<file path="src/rtl/rhci_pkg.sv">
`timescale 1ns / 1ps
// ---------------------------------------------------------------------------
// rhci_pkg
// shared constants and the cordic angle table for the hue/chroma/intensity core
// ---------------------------------------------------------------------------
package rhci_pkg;

	localparam int unsigned COMPONENT_BITS_DEF = 8;
	localparam int unsigned HUE_BITS_DEF       = 16;
	localparam int unsigned CORDIC_STEPS       = 32;
	localparam int unsigned ANG_W              = 32;
	localparam int unsigned OUT_W              = 16;
	localparam logic [30:0] SQRT3_Q30          = 31'd1859775393;
	localparam logic [ANG_W-1:0] QUARTER_TURN  = 32'h4000_0000;
	localparam logic [ANG_W-1:0] HALF_TURN     = 32'h8000_0000;

	// atan(2^-i) in units of 2^-32 turn, indexes 0 .. 31
	function automatic logic [ANG_W-1:0] step_angle(input logic [4:0] i);
		logic [ANG_W-1:0] a;
		begin
			case (i)
				5'd0:  a = 32'd536870912;
				5'd1:  a = 32'd316933405;
				5'd2:  a = 32'd167458907;
				5'd3:  a = 32'd85004756;
				5'd4:  a = 32'd42667331;
				5'd5:  a = 32'd21354465;
				5'd6:  a = 32'd10679838;
				5'd7:  a = 32'd5340245;
				5'd8:  a = 32'd2670163;
				5'd9:  a = 32'd1335087;
				5'd10: a = 32'd667544;
				5'd11: a = 32'd333772;
				5'd12: a = 32'd166886;
				5'd13: a = 32'd83443;
				5'd14: a = 32'd41721;
				5'd15: a = 32'd20860;
				5'd16: a = 32'd10430;
				5'd17: a = 32'd5215;
				5'd18: a = 32'd2607;
				5'd19: a = 32'd1303;
				5'd20: a = 32'd651;
				5'd21: a = 32'd325;
				5'd22: a = 32'd162;
				5'd23: a = 32'd81;
				5'd24: a = 32'd40;
				5'd25: a = 32'd20;
				5'd26: a = 32'd10;
				5'd27: a = 32'd5;
				5'd28: a = 32'd2;
				5'd29: a = 32'd1;
				default: a = 32'd0;
			endcase
			return a;
		end
	endfunction

	// per-item flags that ride alongside the cordic vector
	typedef struct packed {
		logic defined;
		logic fixed;      // hue settled without rotation
		logic d_zero;     // green equals blue
		logic a_neg;
		logic d_neg;
	} hue_ctl_t;

endpackage

</file>
<file path="src/rtl/rhci_cordic_stage.sv">
`timescale 1ns / 1ps
// ---------------------------------------------------------------------------
// rhci_cordic_stage
// one registered vectoring step of the hue cordic
// ---------------------------------------------------------------------------
module rhci_cordic_stage import rhci_pkg::*; #(
	parameter int unsigned STEP = 0,
	parameter int unsigned VEC_W = 44,
	parameter int unsigned PASS_W = 8
) (
	input  logic                     clk,
	input  logic                     arst_n,
	input  logic                     en,
	input  logic                     in_valid,
	input  logic signed [VEC_W-1:0]  x_in,
	input  logic signed [VEC_W-1:0]  y_in,
	input  logic signed [ANG_W:0]    z_in,
	input  logic [PASS_W-1:0]        pass_in,
	output logic                     out_valid,
	output logic signed [VEC_W-1:0]  x_out,
	output logic signed [VEC_W-1:0]  y_out,
	output logic signed [ANG_W:0]    z_out,
	output logic [PASS_W-1:0]        pass_out
);

	localparam logic [4:0] STEP_IDX = 5'(STEP);

	logic signed [VEC_W-1:0] dx, dy;
	logic signed [ANG_W:0]   at;

	assign dx = y_in >>> STEP;
	assign dy = x_in >>> STEP;
	assign at = $signed({1'b0, step_angle(STEP_IDX)});

	always_ff @(posedge clk or negedge arst_n) begin
		if (!arst_n) begin
			out_valid <= 1'b0;
		end else if (en) begin
			out_valid <= in_valid;
		end
	end

	always_ff @(posedge clk) begin
		if (en) begin
			if (!y_in[VEC_W-1]) begin
				x_out <= x_in + dx;
				y_out <= y_in - dy;
				z_out <= z_in + at;
			end else begin
				x_out <= x_in - dx;
				y_out <= y_in + dy;
				z_out <= z_in - at;
			end
			pass_out <= pass_in;
		end
	end

endmodule

</file>
<file path="config.mk">
export PLATFORM = sky130hd
export DESIGN_NAME = rhci_cordic_stage
export DESIGN_NICKNAME = d
export VERILOG_FILES = /design/src/rtl/rhci_pkg.sv /design/src/rtl/rhci_cordic_stage.sv
export SDC_FILE = /design/constraint.sdc
export NUM_CORES = 1
export LEC_CHECK = 0
export BUFFER_PORTS_ARGS = -buffer_cell sky130_fd_sc_hd__buf_2
export CAP_MARGIN = 10
export CORE_MARGIN = 2
export CORE_UTILIZATION = 56
export DETAILED_ROUTE_END_ITERATION = 7
export PLACE_DENSITY = 0.82
export SYNTH_ARGS = -nofsm -noshare
export SYNTH_HDL_FRONTEND = slang
export SYNTH_SLANG_ARGS = --single-unit
</file>
<file path="constraint.sdc">
create_clock -name clk -period 0.9 [get_ports clk]
set_clock_uncertainty 0.15 [all_clocks]
set_input_delay 0.135 -clock clk [delete_from_list [all_inputs] [get_ports clk]]
set_output_delay 0.135 -clock clk [all_outputs]
set_load 0.01 [all_outputs]
</file>
==> qor.yml, run 1 <==
grt_max_degree: 37
ys_ff_latch: 129
io-pin-count: 263
yosysTopAreaCell: "edfxtp_1"
yosysSeqAreaShare: 0.322
outcome: "aborted with a tool error"
ys_async_sr_fraction: 0.00775
grtUsageTotal: 0.806
post-place-ws_ps: -2630
yosysTopAreaCellShare: 0.319
cts_root_buffer: "clkbuf_16"
grt_pass1_vias: 20300
fp.dieW_um: 151
clockBufferDepth: 2
initial_core_util: 0.571
placementRows: 53
ys_top_cells_by_area: "edfxtp_1 (32%), ha_1 (15%), a21oi_1 (7.7%)"
stop_stage: "global routing"
place.detailed.hpwl_mm: 39.7
gp_congestion: 1.03
stop_error: "[ERROR GRT-0116] Global routing finished with congestion. Check the congestion regions in the DRC Viewer."
synth_flop_cell: "edfxtp_1"
synth_edf_count: 128
overflow: 16
postSynthNetCount: 1654
floorplan.die.height_um: 151
numCtsBuffers: 17
yosys_warnings: 0
ys_types: 83
syn_avg_cell_area_um2: 8.76
grt_pass1_wl_mm: 134
synth_area_um2: 12000
htreeDepth: 4
cts_sinks: 129
portBuffers: 262
synthCells: 1373
## cell usage after synthesis, drive strengths merged, types with 3 or more instances
master	instances
o221ai	4
nand2	67
or3	5
o31a	4
a22oi	3
xnor2	75
edfxtp	128
a21o	23
nor3	24
o21ai	109
o31ai	11
mux2i	28
nor2b	12
nand3	16
a221oi	6
a41oi	3
o41ai	5
a31oi	9
nor4	12
nand4	16
o21bai	43
or4	6
nand2b	10
clkinv	3
clkbuf	29
a21oi	189
nor2	122
xor2	12
fa	4
a211oi	9
a21boi	8
buf	32
ha	144
o311ai	7
inv	147
o21a	8
o211ai	10
## through the flow
| stage | instance area (um2) | cells | hold WS [ps] | utilization | TNS, ps |
|---|---|---|---|---|---|
| CTS | 20300 | 2460 | -75.9 | 0.965 | -166180 |
| global placement | 17800 | 2339 | -241 | 0.844 | -180830 |
| floorplan | 12800 | 1373 | -311 | - | -116780 |
| detailed placement | 17800 | 2339 | -234 | 0.844 | -190570 |
## per-layer routing
metal,overflow,track usage
met5,0,0.532
met2,6,0.930
met1,0,0.802
met4,9,0.777
met3,1,0.704
## kinds of logic after synthesis
| group | count (synthesis) | share of synthesized area |
|---|---|---|
| DFF | 129 | 0.322 |
| AOI/OAI and AO/OA | 469 | 0.247 |
| xor gates and xnor gates | 87 | 0.0633 |
| adders and majority gates | 148 | 0.156 |
| muxes | 29 | 0.0242 |
| and+or+nand+nor | 300 | 0.117 |
| buffers and inverters | 211 | 0.0702 |
## repair_timing
item                                    CTS
hold buffers                             40
setup buffers                            58
gates cloned                              0
gates resized for setup                 278
pin swaps                               141
hold endpoints to repair                 43
endpoints found under the setup margin  220
==> inputs of run 2 (changes only) <==
CORE_UTILIZATION = 40   (was 56)
PLACE_DENSITY = not set   (was 0.82)
PLACE_DENSITY_LB_ADDON = 0.15   (was not set)
==> run 2 against run 1 <==
The flow now finishes, with violations (hold timing, setup timing); synthesized area did not move; synthesized cell count did not move.
==> qor.yml, run 2 <==
outcome: "finished, violations left"  # was aborted with a tool error
violations: "hold timing, setup timing"
dr.pass1.iters: 5
cts_sinks: 129  # unchanged
yosysTopAreaCellShare: 0.319  # unchanged
htreeDepth: 4  # unchanged
path_max_fanout: 3
area_growth_pct: 82.2
drt_iter0_markers: 905
initial_core_util: 0.406  # was 0.571
cts_tree: "built"
final-max-slew-violation-count: 0
ys_top_cells_by_area: "edfxtp_1 (32%), ha_1 (15%), a21oi_1 (7.7%)"  # unchanged
tightest_slew_ps: 636
crit_chain: "buf_8 > ha_4 > inv_2 > fa_2 > nor2_4 > o311a_4 > o211a_4 > o2111ai_4 > a21oi_4 > a211oi_4 > o41ai_4 > and4_4 > o221ai_2 > a31oi_2 > xnor2_2"
via_count: 13900
yosysTopAreaCell: "edfxtp_1"  # unchanged
via_per_inst: 5.29
overflow: 0
drv_cap: 0
ctsHoldBuffers: 41  # was 40
synthCells: 1373  # unchanged
end_kind: "flip-flop"
cpMaxStageDelayCell: "o41ai_4"
setup_viol: 219
synth_area_um2: 12000  # unchanged
postPlaceCellArea_um2: 18100  # was 17800 um2
ys_types: 83  # unchanged
synth_most_common_cell: "a21oi_1"  # unchanged
final_antenna_net_count: 0
clockBufferDepth: 2  # unchanged
max_clock_freq_ghz: 0.367
wire_per_inst_um: 19.3
grt_pass1_vias: 14100
place.detailed.hpwl_mm: 38.1  # was 39.7 mm
dieArea_um2: 31500
clkLatencyLatePin_ps: 450
hold_viol_final: 4
path_buf_inv: 2
antenna_found_initial: 2
cts_root_buffer: "clkbuf_16"  # unchanged
io-pin-count: 263  # unchanged
ys_ff_latch: 129  # unchanged
grt_max_degree: 36
drcViolationCount: 0
final_cell_mix: "buf_4 (516), buf_2 (226), edfxtp_1 (128), a21oi_1 (121), ha_1 (111)"
wl_mm: 50.6
synth_flop_cell: "edfxtp_1"  # unchanged
largest_registers: "x_out x44, y_out x43, z_out x33"
ir_worst_vdd_v: 0.00142
start_kind: "input port"
setup-tns-final_ps: -161170
min_period_ps: 2730
core_area_um2: 29600
worstSetupPathType: "input port to flip-flop"
clkTransAtPathRegs_ps: 70
grtUsageTotal: 0.308
placementRows: 63  # was 53
largest_reg_flops: 44
yosysSeqAreaShare: 0.322  # unchanged
max_stage_delay_ps: 370
portBuffers: 262  # unchanged
fp.dieW_um: 177  # was 151 um
grt_pass1_wl_mm: 74.7
cp_data_arrival_time_ps: 2780
hold_class: "input port to flip-flop"
relSlewSlack: 0.571
p_leak_uw: 0.00994
ys_async_sr_fraction: 0.00775  # unchanged
power_per_cell_area_nw_per_um2: 1340
fin_area_um2: 21900
layout_commonest_cell: "buf_4"
drive_gt1_frac: 0.554
yosys_warnings: 0  # unchanged
rsz0062_at_grt: "yes"
postSynthNetCount: 1654  # unchanged
finalNetCount: 2501
floorplan.die.height_um: 177  # was 151 um
syn_avg_cell_area_um2: 8.76  # unchanged
fin_hold_ws_ps: -131
gp_congestion: 1.01  # was 1.03
fin_ws_ps: -1830
synth_edf_count: 128  # unchanged
critPathTopFamily: "compound AO/OA/AOI/OAI gates"
cp.required_ps: 950
min_period_over_period: 3.03
synthTopCellsByCount: "a21oi_1 (186), ha_1 (144), inv_1 (141), edfxtp_1 (128), nor2_1 (121)"  # unchanged
numCtsBuffers: 17  # unchanged
regMostFlops: "x_out"
[run 2: cell counts after synthesis]
No cell type changed its count.
[run 2: cell type report]
cell class	count	area [um2]
clock buffer	17	425
clock inverter	15	165
antenna	2	5.00
fill	2173	7710
tap	390	488
sequential	129	3870
inverter	150	631
multi-input combinational	1033	9580
timing repair buffer	889	6760
[run 2: repair_timing]
item | 4_1_cts | 5_1_grt
endpoints found under the setup margin | 220 | 220
hold endpoints to repair | 44 | 2
pin swaps | 155 | 141
buffers inserted | 60 | 53
gates resized for setup | 302 | 197
[run 2: cells by family (layout without fill, tap and decap cells)]
family          after synthesis  after routing  synth area share
xor+xnor                     87             87            0.0633
other cells                   0              2                 0
flops                       129            129             0.322
mux                          29             29            0.0242
buf+inv                     211           1071            0.0702
simple gates                300            300             0.117
compound gates              469            469             0.247
fa+ha+maj                   148            148             0.156
[run 2: worst paths after layout]
check | from | endpoint | slack (ps) | depth (start not counted)
min in group asynchronous | arst_n | out_valid | 360 | 3
worst max register to register | out_valid | out_valid | -150 | 2
worst max-delay path | x_in[0] | x_out[40] | -1830 | 15
worst min register to register | out_valid | out_valid | 500 | 2
max in group asynchronous | arst_n | out_valid | 130 | 3
worst min-delay path | x_in[43] | x_out[43] | -130 | 2
[run 2: per-layer routing]
metal	share of wire	GRT usage	routed length (um)
met1	0.42	0.390	21300
met2	0.48	0.521	24200
met3	0.064	0.0559	3230
met4	0.036	0.116	1840
met5	0	0	0
[run 2: worst register-to-register path, stage by stage (launching register included)]
cell and delay [ps]:
dfrtp_1 400, buf_6 130, mux2_4 260
[run 2: through the flow]
| stage | utilization | total power [uW] | cells | worst slack, ps | hold WS [ps] |
|---|---|---|---|---|---|
| 4_1_cts | 0.703 | 28200 | 2594 | -1800 | -140 |
| 6_report | 0.740 | 29400 | 2625 | -1830 | -131 |
| 2_1_floorplan | - | 13700 | 1373 | -1970 | -311 |
| 3_5_place_dp | 0.611 | 19300 | 2473 | -2490 | -233 |
| 3_3_place_gp | 0.611 | 19300 | 2473 | -2420 | -240 |
| 5_1_grt | 0.740 | 30700 | 2625 | -1920 | -104 |
[run 2: power by group]
part / total [uW] / internal [uW] / leakage [uW] / switching [uW]
logic: 14200 / 6910 / 0.00838 / 7280
registers: 7990 / 7760 / 0.00126 / 231
clock network: 7270 / 3950 / 0.000290 / 3320
total: 29400 / 18600 / 0.00994 / 10800
(Power assumes the default switching activity.)
==> inputs of run 3 (changes only) <==
CORE_UTILIZATION = 56   (was 40)
MAX_ROUTING_LAYER = met4   (was not set)
==> run 3 against run 2 <==
The run now fails in global routing; synthesized cell count unchanged; synthesized area unchanged.
==> qor.yml, run 3 <==
overflow: 32
grtUsageTotal: 0.814
stop_stage: "global routing"
cts_root_buffer: "clkbuf_16"  # unchanged
syn_avg_cell_area_um2: 8.76  # unchanged
synth_area_um2: 12000  # unchanged
ys_types: 83  # unchanged
synthTopCellsByCount: "a21oi_1 (186), ha_1 (144), inv_1 (141), edfxtp_1 (128), nor2_1 (121)"  # unchanged
placementRows: 53  # was 63
io-pin-count: 263  # unchanged
yosysTopAreaCell: "edfxtp_1"  # unchanged
gp_congestion: 1.02  # was 1.01
ys_ff_latch: 129  # unchanged
synthCells: 1373  # unchanged
outcome: "aborted with a tool error"  # was finished, violations left
fp.dieW_um: 151  # was 177 um
initial_core_util: 0.571  # was 0.406
synth_edf_count: 128  # unchanged
yosysSeqAreaShare: 0.322  # unchanged
stop_error: "[ERROR GRT-0116] Global routing finished with congestion. Check the congestion regions in the DRC Viewer."
postSynthNetCount: 1654  # unchanged
grt_pass1_wl_mm: 133
grt_pass1_vias: 20400
portBuffers: 262  # unchanged
yosys_warnings: 0  # unchanged
postPlaceCellArea_um2: 17700  # was 18100 um2
place.detailed.hpwl_mm: 39.0  # was 38.1 mm
ys_async_sr_fraction: 0.00775  # unchanged
clockBufferDepth: 2  # unchanged
numCtsBuffers: 17  # unchanged
synth_most_common_cell: "a21oi_1"  # unchanged
htreeDepth: 4  # unchanged
floorplan.die.height_um: 151  # was 177 um
ys_top_cells_by_area: "edfxtp_1 (32%), ha_1 (15%), a21oi_1 (7.7%)"  # unchanged
yosysTopAreaCellShare: 0.319  # unchanged
grt_max_degree: 41
synth_flop_cell: "edfxtp_1"  # unchanged
cts_sinks: 129  # unchanged
-- run 3: cells by family after synthesis --
logic type                 share of synthesized area
AOI/OAI and AO/OA                              0.247
xor gates and xnor gates                      0.0633
adders and majority gates                      0.156
buffers and inverters                         0.0702
DFF                                            0.322
muxes                                         0.0242
and+or+nand+nor                                0.117
-- run 3: per-layer routing --
layer	GRT overflow	GRT usage
met2	13	0.935
met4	17	0.791
met3	1	0.672
met1	1	0.810
met5	-	-
-- run 3: timing repair --
item,CTS
pin swaps,116
setup buffers,57
setup endpoints to repair,220
hold buffers,41
gates resized for setup,268
endpoints found under the hold margin,43
-- run 3: through the flow --
step	util	setup TNS, ps	setup slack, ps	instances	hold slack [ps]
floorplan	-	-116780	-1970	1373	-311
global placement	0.839	-175970	-2510	2320	-241
detailed placement	0.839	-184330	-2640	2320	-238
CTS	0.962	-164000	-2020	2441	-111
