===== config.mk =====
export PLATFORM = sky130hd
export DESIGN_NAME = rhci_sqrt_stage
export DESIGN_NICKNAME = d
export VERILOG_FILES = /design/src/rtl/rhci_sqrt_stage.sv
export SDC_FILE = /design/constraint.sdc
export NUM_CORES = 1
export LEC_CHECK = 0
export ABC_AREA = 1
export CORE_ASPECT_RATIO = 0.8
export CORE_MARGIN = 8
export CORE_UTILIZATION = 40
export CTS_BUF_LIST = sky130_fd_sc_hd__clkbuf_4
export CTS_CLUSTER_SIZE = 14
export DETAILED_ROUTE_END_ITERATION = 12
export DONT_BUFFER_PORTS = 1
export SLEW_MARGIN = 10
export SYNTH_ARGS = -nofsm -noshare
export SYNTH_HDL_FRONTEND = slang
export SYNTH_SLANG_ARGS = --single-unit

===== constraint.sdc =====
create_clock -name clk -period 2.1 [get_ports clk]
set_input_delay 0.315 -clock clk [delete_from_list [all_inputs] [get_ports clk]]
set_output_delay 0.315 -clock clk [all_outputs]
set_load 0.005 [all_outputs]

===== src/rtl/rhci_sqrt_stage.sv =====
`timescale 1ns / 1ps
// ---------------------------------------------------------------------------
// rhci_sqrt_stage
// one registered restoring step of the chroma square root
// ---------------------------------------------------------------------------
module rhci_sqrt_stage #(
	parameter int unsigned RAD_W = 34,
	parameter int unsigned STEP = 0
) (
	input  logic             clk,
	input  logic             en,
	input  logic [RAD_W-1:0] n_in,
	input  logic [RAD_W-1:0] res_in,
	output logic [RAD_W-1:0] n_out,
	output logic [RAD_W-1:0] res_out
);

	// bit walks down two places a step from the top even position
	localparam int unsigned TOP = (RAD_W - 2) - ((RAD_W - 2) % 2);
	localparam logic [RAD_W-1:0] BIT = RAD_W'(1) << (TOP - 2 * STEP);

	logic [RAD_W-1:0] trial;
	assign trial = res_in + BIT;

	always_ff @(posedge clk) begin
		if (en) begin
			if (n_in >= trial) begin
				n_out   <= n_in - trial;
				res_out <= (res_in >> 1) + BIT;
			end else begin
				n_out   <= n_in;
				res_out <= res_in >> 1;
			end
		end
	end

endmodule


==> flow_metrics.env, run 1 <==
export IMPL_cts_buffers=9
export IMPL_vias=4830
export IMPL_cts_hold_buf=53
export IMPL_yosysSeqAreaShare_pct=40.0
export IMPL_cts_resized_gates=0
export IMPL_final_core_util_pct=53.0
export IMPL_first_global_vias=4959
export IMPL_synth_fa_ha_area_share_pct=8.73
export IMPL_n_antenna_cell=0
export IMPL_wirelength_um=16400
export IMPL_dr_first_iter_drc_count=390
export IMPL_nNetsFinal=950
export IMPL_drv_cap=0
export IMPL_io_buffer_count=0
export IMPL_period_share_pct=89.4
export IMPL_crit_arrival_ps=2090
export IMPL_synth_mux_area_fraction_pct=0
export IMPL_htree_levels=3
export IMPL_cp_max_fo=17
export IMPL_synth_seq_cells=68
export IMPL_layout_drive_gt1_share_pct=14.4
export IMPL_startpoint="n_in[0]"
export IMPL_postCtsSetupRepairBufs=0
export IMPL_synth_compound_area_share_pct=5.25
export IMPL_synth_warnings=0
export IMPL_netlist_area_mm2=0.00510
export IMPL_finalHoldViolations=33
export IMPL_hpwl_um=12600
export IMPL_cts_root_buf="clkbuf_4"
export IMPL_synthesis_instances=700
export IMPL_core_mm2=0.0126
export IMPL_viasPerCell=4.71
export IMPL_cp_data_required_time_ps=2310
export IMPL_fillCellCount=1213
export IMPL_cts_tree="done"
export IMPL_route_detailed_drc=0
export IMPL_p_leak_nw=3.46
export IMPL_pin_count=138
export IMPL_grt_use_total_pct=20.3
export IMPL_endpoint="n_out[20]"
export IMPL_synth_simple_area_share_pct=32.7
export IMPL_rsz0062_at_grt="false"
export IMPL_fin_tns_setup_ps=0
export IMPL_start_util_pct=40.4
export IMPL_worstHoldPathType="in2reg"
export IMPL_fp_dieArea_mm2=0.0167
export IMPL_hold_slack_ps=-63.4
export IMPL_ir_drop_mv=0.401
export IMPL_synth_top_family_by_area="simple AND/OR/NAND/NOR gates"
export IMPL_areaGrowthSynthToFinish_pct=31.2
export IMPL_cts_path_max_buffers=2
export IMPL_drt_pass1_iter_count=6
export IMPL_ant_nets=0
export IMPL_setup_violations=0
export IMPL_gp_congestion=0.870
export IMPL_min_period_ps=1880
export IMPL_synthesis_nets=805
export IMPL_die_height_um=117
export IMPL_fp_row_count=37
export IMPL_yosysUniqueCellTypes=29
export IMPL_tightestPinTransition_ps=368
export IMPL_relSlewSlack_pct=75.2
export IMPL_status="finished with violations"
export IMPL_grt_first_pass_wirelength_um=25900
export IMPL_drv_slew=0
export IMPL_syn_avg_cell_area_um2=7.29
export IMPL_grt_max_degree=69
export IMPL_cellPowerDensity_mw_per_mm2=637
export IMPL_endpoint_kind="register"
export IMPL_clkSlewWorstSetupHoldPaths_ps=140
export IMPL_antenna_found_initial=0
export IMPL_clock_sinks=68
export IMPL_worstSetupPathType="in2reg"
export IMPL_cp_start_kind="primary input"
export IMPL_wire_per_inst_um=16.0
export IMPL_synthXorXnorAreaFrac_pct=3.09
export IMPL_die_w_um=142
export IMPL_fmax_mhz=533
export IMPL_grt_overflow_total=0
export IMPL_violations="hold timing"
flip-flops by register name (all words and copies together) (netlist names):
register and flops:
n_out 34, res_out 34
final cells by class:
type | instances | area, µm² | share of cell area (%)
Sequential cell | 68 | 2040 | 30.5
Multi-Input combinational cell | 502 | 2540 | 37.9
Inverter | 124 | 468 | 6.99
Timing Repair Buffer | 140 | 1250 | 18.6
Clock buffer | 9 | 67.6 | 1.01
Clock inverter | 7 | 115 | 1.72
Tap cell | 175 | 219 | 3.27
cells in the final DEF, fill, tap and decap left out, drive strengths merged:
cell,instances
inv,124
xor2,14
nor2,56
clkinvlp,1
bufinv,3
xnor2,4
nor3,4
clkbuf,9
edfxtp,68
fa,1
a21oi,30
o21ai,13
o21bai,1
nor4,2
nand4,6
a21boi,1
clkinv,3
nand3,35
dlygate4sd3,53
a21o,3
buf,87
nand2,287
ha,34
o21a,1
nand3b,10
report_power, final:
group,switching (W),leakage [nW],internal (W)
Combinational,0.000740,2.70,0.000612
Clock,0.000518,0.0936,0.000597
Sequential,0.0000936,0.664,0.00171
how the worst min path moves through the flow:
stage / startpoint / end / slack [ps] / cells after the start
2_1_floorplan: res_in[1] / res_out[0] / 410 / 0
3_3_place_gp: res_in[8] / res_out[7] / 410 / 0
3_5_place_dp: res_in[9] / res_out[8] / 410 / 0
4_1_cts: en / n_out[30] / -100 / 0
5_1_grt: en / res_out[28] / -100 / 0
6_report: en / res_out[28] / -60 / 0
kinds of logic after synthesis:
| family | after synthesis |
|---|---|
| simple gates | 400 |
| buf+inv | 130 |
| compound gates | 49 |
| xor+xnor | 18 |
| fa+ha+maj | 35 |
| flops | 68 |
critical path: stages:
cell and delay (ps):
inv_1 60, ha_1 170, inv_1 70, fa_1 440, nand3_1 130, nand3_2 110, nand2_1 110, nand3_2 100
nand2_2 130, nand2_8 80, buf_12 160, nand3_1 130, nand2_1 80
Yosys cell counts:
library cell  instances  area, µm²
xnor2_1               4       35.0
edfxtp_1             68       2040
nor3_1                4       20.0
inv_2                 1       3.75
nand2_1             281       1050
xor2_1               14        123
nor2_2                8       50.1
inv_4                 1       6.26
buf_6                 3       33.8
nand3_2               2       20.0
nand2_8               1       20.0
a21oi_2               2       17.5
nor2_1               48        180
nand3_1              33        165
fa_1                  1       20.0
buf_4                 3       22.5
a21boi_0              1       7.51
o21ai_1               3       15.0
a21oi_1              28        140
ha_1                 34        425
nand4_1               6       37.5
nand2_2               5       31.3
nand3b_1             10       75.1
inv_1               122        458
o21a_1                1       7.51
nor4_1                2       12.5
o21bai_1              1       7.51
a21o_1                3       22.5
o21ai_0              10       50.1
metrics by stage:
step / total power, W / std cells / setup slack [ps] / area (µm²)
2_1_floorplan: 0.00256 / 700 / 21.8 / 5100
3_3_place_gp: 0.00309 / 956 / -202 / 5980
3_5_place_dp: 0.00310 / 956 / -254 / 5980
4_1_cts: 0.00431 / 1025 / 259 / 6700
5_1_grt: 0.00454 / 1025 / 67.3 / 6700
6_report: 0.00427 / 1025 / 222 / 6700
routing by layer:
layer	GRT usage, %	part of all wire, %	vias to the layer above
met5	0	0	-
met4	5.79	1.4	0
met3	6.40	9.4	17
met2	32.6	44	171
met1	25.9	46	2150
li1	-	-	2492
No activity file was read; power rests on OpenSTA's default activity.
==> run 2: changes to the inputs <==
--- a/config.mk
+++ b/config.mk
@@ -5,7 +5,6 @@
 export SDC_FILE = /design/constraint.sdc
 export NUM_CORES = 1
 export LEC_CHECK = 0
-export ABC_AREA = 1
 export CORE_ASPECT_RATIO = 0.8
 export CORE_MARGIN = 8
 export CORE_UTILIZATION = 40
==> run 2 against run 1 <==
  * First-iteration DRC count decreased by 37%
  * Hold slack better by 150 ps
  * Synthesized area is 10% lower
  * Design area decreased by 11%
  * Setup slack worse by 470 ps
  * The flow finishes with violations (setup timing)
  * Combinational power about the same
  * Synthesized cell count down 42%
  * Fmax is 20% lower
  * Sequential power hardly changed
  * Via count fell by 26%
  * Cell count decreased by 33%
  * Die area fell by 9.0%
  * Critical path type unchanged
==> flow_metrics.env, run 2 <==
export IMPL_crit_arrival_ps=2510
export IMPL_netlist_area_mm2=0.00458
export IMPL_setup_violations=36
export IMPL_status="finished with violations"
export IMPL_antenna_found_initial=1
export IMPL_grt_max_degree=62
export IMPL_relSlewSlack_pct=46.4
export IMPL_drv_cap=0
export IMPL_p_leak_nw=2.60
export IMPL_wirelength_um=12300
export IMPL_async_flop_share_pct=0
export IMPL_drv_slew=0
export IMPL_synth_seq_cells=68
export IMPL_dr_first_iter_drc_count=246
export IMPL_cp_start_kind="primary input"
export IMPL_route_detailed_drc=0
export IMPL_rsz0062_at_grt="true"
export IMPL_start_util_pct=40.4
export IMPL_biggestRegsByFlops="n_out (34), res_out (34)"
export IMPL_grt_first_pass_wirelength_um=19600
export IMPL_synth_warnings=0
export IMPL_synth_most_common_cell="edfxtp_1"
export IMPL_fillCellCount=992
export IMPL_yosysTopAreaCell="edfxtp_1"
export IMPL_cts_tree="done"
export IMPL_core_mm2=0.0113
export IMPL_die_w_um=136
export IMPL_worstSetupPathType="in2reg"
export IMPL_syn_avg_cell_area_um2=11.2
export IMPL_violations="setup timing"
export IMPL_areaGrowthSynthToFinish_pct=30.8
export IMPL_clock_sinks=68
export IMPL_grt_overflow_total=0
export IMPL_cp_data_required_time_ps=2260
export IMPL_synthFlopType="edfxtp_1"
export IMPL_htree_levels=3
export IMPL_fin_tns_setup_ps=-7730
export IMPL_fp_dieArea_mm2=0.0151
export IMPL_hold_path_startpoint="res_in[33]"
export IMPL_final_common_cell="buf_4"
export IMPL_cts_path_max_buffers=2
export IMPL_layout_common_cells="buf_4 (92), edfxtp_1 (68), inv_1 (36)"
export IMPL_die_height_um=112
export IMPL_hold_slack_ps=82.0
export IMPL_startpoint="res_in[23]"
export IMPL_ant_nets=0
export IMPL_tightestPinTransition_ps=794
export IMPL_final_core_util_pct=52.8
export IMPL_fmax_mhz=425
export IMPL_p_total_w=0.00380
export IMPL_clkSlewWorstSetupHoldPaths_ps=120
export IMPL_layout_drive_gt1_share_pct=29.8
export IMPL_yosysUniqueCellTypes=50
export IMPL_synth_edf_count=68
export IMPL_min_period_ps=2350
export IMPL_gp_congestion=0.874
export IMPL_pin_count=138
export IMPL_vias=3570
export IMPL_cellPowerDensity_mw_per_mm2=634
export IMPL_io_buffer_count=0
export IMPL_synth_top_cell_area_share_pct=44.6
export IMPL_cts_root_buf="clkbuf_4"
export IMPL_yosysSeqAreaShare_pct=44.6
export IMPL_grt_use_total_pct=16.4
export IMPL_wire_per_inst_um=17.9
export IMPL_worstHoldPathType="in2reg"
export IMPL_nNetsFinal=642
export IMPL_ir_drop_mv=0.311
export IMPL_drt_pass1_iter_count=4
export IMPL_finalHoldViolations=0
export IMPL_yosys_top_cells_area="edfxtp_1 (45%), ha_1 (9.3%), mux2_4 (8.5%)"
export IMPL_cts_buffers=9
export IMPL_synthTopCellsByCount="edfxtp_1 (68), inv_1 (38), ha_1 (34), a21oi_1 (30), mux2_4 (26)"
export IMPL_place_ws_ps=-762
export IMPL_synthesis_nets=513
export IMPL_fin_ws_ps=-251
export IMPL_fp_row_count=35
export IMPL_hpwl_um=9420
export IMPL_period_share_pct=112
export IMPL_endpoint_kind="register"
export IMPL_cp_max_fo=11
export IMPL_viasPerCell=5.18
export IMPL_first_global_vias=3701
export IMPL_synthesis_instances=408
-- run 2: layout make-up --
type                            count  area, µm²  area share, %
Timing Repair Buffer              130       1120           18.7
Multi-Input combinational cell    290       2390           40.0
Clock buffer                        9       67.6           1.13
Tap cell                          148        185           3.09
Antenna cell                        1       2.50         0.0418
Inverter                           38        155           2.59
Clock inverter                      5       21.3          0.355
Sequential cell                    68       2040           34.1
-- run 2: layer usage --
layer / routed length [µm] / vias up / global-route usage [%]
li1: - / 1771 / -
met1: 5510 / 1675 / 20.3
met2: 5460 / 115 / 24.9
met3: 1240 / 9 / 7.47
met4: 117 / 0 / 4.87
met5: 0 / - / 0
-- run 2: through the flow --
stage | cell area (µm²) | std cells
detailed placement | 5460 | 637
global route | 5990 | 689
finish | 5990 | 689
global placement | 5460 | 637
CTS | 5960 | 688
floorplan | 4610 | 408
-- run 2: logic make-up (layout without fill, tap and decap cells) --
family          count (synthesis)  in the layout  share of synthesized area, %
other cells                     0              1                             0
simple gates                   89             89                          9.62
buf+inv                        50            182                          4.59
fa+ha+maj                      35             35                          9.73
flops                          68             68                          44.6
xor+xnor                       31             31                          5.93
mux                            34             34                          10.4
compound gates                101            101                          15.1
-- run 2: what timing repair did --
| item | in CTS | in global routing |
|---|---|---|
| hold buffers | 34 | 0 |
| pin swaps | 1 | 1 |
| setup buffers | 3 | 0 |
| endpoints found under the setup margin | 36 | 36 |
| gates cloned | 0 | 0 |
| hold endpoints to repair | 93 | 0 |
| gates resized for setup | 5 | 7 |
-- run 2: final timing paths --
kind                          end  slack, ps  cells after the start
worst max-delay path    n_out[19]       -250                     11
worst min-delay path  res_out[32]         80                      1
-- run 2: worst max-delay path: stages --
cell and delay (ps):
inv_1 20, ha_1 280, a21o_1 200, a21oi_1 140, o21bai_1 100, a211oi_1 300
o21ai_0 180, a21boi_1 320, o211ai_4 170, buf_12 190, mux2_4 300
-- run 2: power by group --
part / total [W] / internal [W] / switching, W
clock: 0.000662 / 0.000215 / 0.000447
sequential: 0.00180 / 0.00170 / 0.0000961
combinational: 0.00133 / 0.000745 / 0.000590
total: 0.00380 / 0.00266 / 0.00113
==> run 3: changes to the inputs <==
--- a/config.mk
+++ b/config.mk
@@ -5,6 +5,8 @@
 export SDC_FILE = /design/constraint.sdc
 export NUM_CORES = 1
 export LEC_CHECK = 0
+export CELL_PAD_IN_SITES_DETAIL_PLACEMENT = 1
+export CELL_PAD_IN_SITES_GLOBAL_PLACEMENT = 1
 export CORE_ASPECT_RATIO = 0.8
 export CORE_MARGIN = 8
 export CORE_UTILIZATION = 40
@@ -12,6 +14,7 @@
 export CTS_CLUSTER_SIZE = 14
 export DETAILED_ROUTE_END_ITERATION = 12
 export DONT_BUFFER_PORTS = 1
+export PLACE_DENSITY_LB_ADDON = 0.1
 export SLEW_MARGIN = 10
 export SYNTH_ARGS = -nofsm -noshare
 export SYNTH_HDL_FRONTEND = slang
==> run 3 against run 2 <==
  * Fmax fell by 0.51%
  * Clock power rose by 30%
  * Critical endpoint is now n_out[23]
  * Non-clock buffer count rose by 14
  * Hold slack got worse by 100 ps
  * Die area did not move
  * Largest power group unchanged
  * Sequential share of layout area fell by 1.2 points
  * The flow finishes with violations (hold timing, setup timing)
==> flow_metrics.env, run 3 (synthesized netlist as in run 2, its figures left out) <==
export IMPL_slowest_stage="fa_2"
export IMPL_cts_path_max_buffers=2
export IMPL_drt_pass1_iter_count=5
export IMPL_final_area_mm2=0.00620
export IMPL_io_buffer_count=0
export IMPL_gp_congestion=0.806
export IMPL_p_switching_w=0.00122
export IMPL_regArea_mm2=0.00204
export IMPL_ir_drop_mv=0.311
export IMPL_violations="hold timing, setup timing"
export IMPL_clock_sinks=68
export IMPL_ant_nets=0
export IMPL_clkSlewWorstSetupHoldPaths_ps=120
export IMPL_cp_num_buf_inv=3
export IMPL_die_height_um=112
export IMPL_layout_common_cells="buf_4 (107), edfxtp_1 (68), inv_1 (36)"
export IMPL_layout_drive_gt1_share_pct=33.7
export IMPL_worstHoldPathType="in2reg"
export IMPL_final_common_cell="buf_4"
export IMPL_multi_input_comb_area_mm2=0.00244
export IMPL_cp_top_family="compound AO/OA/AOI/OAI gates"
export IMPL_cp_max_fo=8
export IMPL_cts_root_buf="clkbuf_4"
export IMPL_drv_slew=0
export IMPL_cp_start_kind="primary input"
export IMPL_areaGrowthSynthToFinish_pct=35.5
export IMPL_worstSetupPathType="in2reg"
export IMPL_p_seq_share_pct=44.0
export IMPL_fmax_mhz=423
export IMPL_n_antenna_cell=0
export IMPL_cellPowerDensity_mw_per_mm2=659
export IMPL_startpoint="n_in[0]"
export IMPL_placed_area_mm2=0.00553
export IMPL_relSlewSlack_pct=63.6
export IMPL_fp_dieArea_mm2=0.0151
export IMPL_grt_first_pass_wirelength_um=21900
export IMPL_grt_max_degree=69
export IMPL_drv_cap=0
export IMPL_crit_cells=13
export IMPL_hold_slack_ps=-19.9
export IMPL_intPower_w=0.00287
export IMPL_cp_data_required_time_ps=2290
export IMPL_first_global_vias=4006
export IMPL_p_sw_share_pct=29.7
export IMPL_p_total_w=0.00409
export IMPL_grt_use_total_pct=18.4
export IMPL_rsz0062_at_grt="true"
export IMPL_hpwl_um=10600
export IMPL_fin_ws_ps=-263
export IMPL_biggestRegsByFlops="n_out (34), res_out (34)"
export IMPL_fillCellCount=1196
export IMPL_slowest_delay_ps=340
export IMPL_min_period_ps=2360
export IMPL_crit_arrival_ps=2550
export IMPL_period_share_pct=113
export IMPL_pin_count=138
export IMPL_viasPerCell=5.26
export IMPL_grt_overflow_total=0
export IMPL_antenna_found_initial=0
export IMPL_vias=3699
export IMPL_nNetsFinal=656
export IMPL_tightestPinTransition_ps=541
export IMPL_cts_hold_buf=32
export IMPL_finalHoldViolations=17
export IMPL_dr_first_iter_drc_count=170
export IMPL_fp_row_count=35
export IMPL_endpoint_kind="register"
export IMPL_setup_violations=36
export IMPL_status="finished with violations"
export IMPL_cts_tree="done"
export IMPL_wire_per_inst_um=20.2
export IMPL_wirelength_um=14200
export IMPL_route_detailed_drc=0
export IMPL_p_comb_share_pct=35.0
export IMPL_clkPwrFrac_pct=21.0
export IMPL_endpoint="n_out[23]"
export IMPL_cts_buffers=9
export IMPL_die_w_um=136
export IMPL_cp_cell_sequence="clkinv_16 -> ha_4 -> inv_2 -> fa_2 -> a211oi_2 -> o21ai_2 -> a211oi_2 -> or3_4 -> o21ai_4 -> o21ai_2 -> o211ai_4 -> clkbuf_16 -> mux2_4"
export IMPL_start_util_pct=40.4
export IMPL_htree_levels=3
export IMPL_core_mm2=0.0113
export IMPL_p_leak_nw=2.70
==> run 3: changes by cell type in the layout (fill, tap and decap cells not counted), sizes merged <==
cell	delta
diode	-1
clkinv	-2
dlygate4sd3	-1
inv	-1
bufinv	+1
buf	+13
clkinvlp	+2
clkbuf	+3
==> run 3: worst min path at each step <==
stage	from	endpoint	slack (ps)	depth (start not counted)
2_1_floorplan	res_in[1]	res_out[0]	410	0
3_5_place_dp	res_in[26]	res_out[25]	410	0
5_1_grt	en	res_out[29]	-60	0
4_1_cts	en	res_out[29]	-60	0
6_report	en	res_out[29]	-20	0
3_3_place_gp	res_in[25]	res_out[24]	410	0
==> run 3: metal layers <==
| layer | wire length [µm] | track usage (%) | up-vias | part of all wire (%) |
|---|---|---|---|---|
| met4 | 122 | 4.43 | 0 | 0.86 |
| met2 | 6550 | 28.9 | 113 | 46 |
| met1 | 6130 | 22.6 | 1780 | 43 |
| li1 | - | - | 1795 | - |
| met3 | 1420 | 7.92 | 11 | 10 |
| met5 | 0 | 0 | - | 0 |
==> run 3: power groups by stage <==
| stage | registers [W] | logic (W) | clock network, W |
|---|---|---|---|
| 3_5_place_dp | 0.00184 | 0.00127 | 0 |
| 4_1_cts | 0.00181 | 0.00137 | 0.000908 |
| 2_1_floorplan | 0.00179 | 0.000811 | 0 |
| 3_3_place_gp | 0.00184 | 0.00123 | 0 |
| 6_report | 0.00180 | 0.00143 | 0.000859 |
| 5_1_grt | 0.00182 | 0.00155 | 0.000929 |
==> run 3: metrics by stage <==
step / std cells / setup WS, ps / util (%) / TNS [ps]
2_1_floorplan: 408 / -646 / - / -21420
3_3_place_gp: 646 / -801 / 48.8 / -25490
3_5_place_dp: 646 / -809 / 48.8 / -25420
6_report: 703 / -263 / 54.7 / -8250
4_1_cts: 698 / -199 / 53.4 / -5900
5_1_grt: 703 / -354 / 54.7 / -11790
==> run 3: timing repair <==
item                                   4_1_cts  5_1_grt
buffers inserted                             5        3
resized for setup                            9       13
pin swaps                                    5        8
endpoints found under the hold margin      100       68
gates cloned                                 0        2
setup endpoints to repair                   36       36
==> run 3: layout make-up <==
class / instances / area share, %
Clock buffer: 10 / 1.21
Clock inverter: 5 / 0.867
Tap cell: 148 / 2.99
Timing Repair Buffer: 144 / 19.9
Sequential cell: 68 / 32.9
Inverter: 38 / 2.72
Multi-Input combinational cell: 290 / 39.4
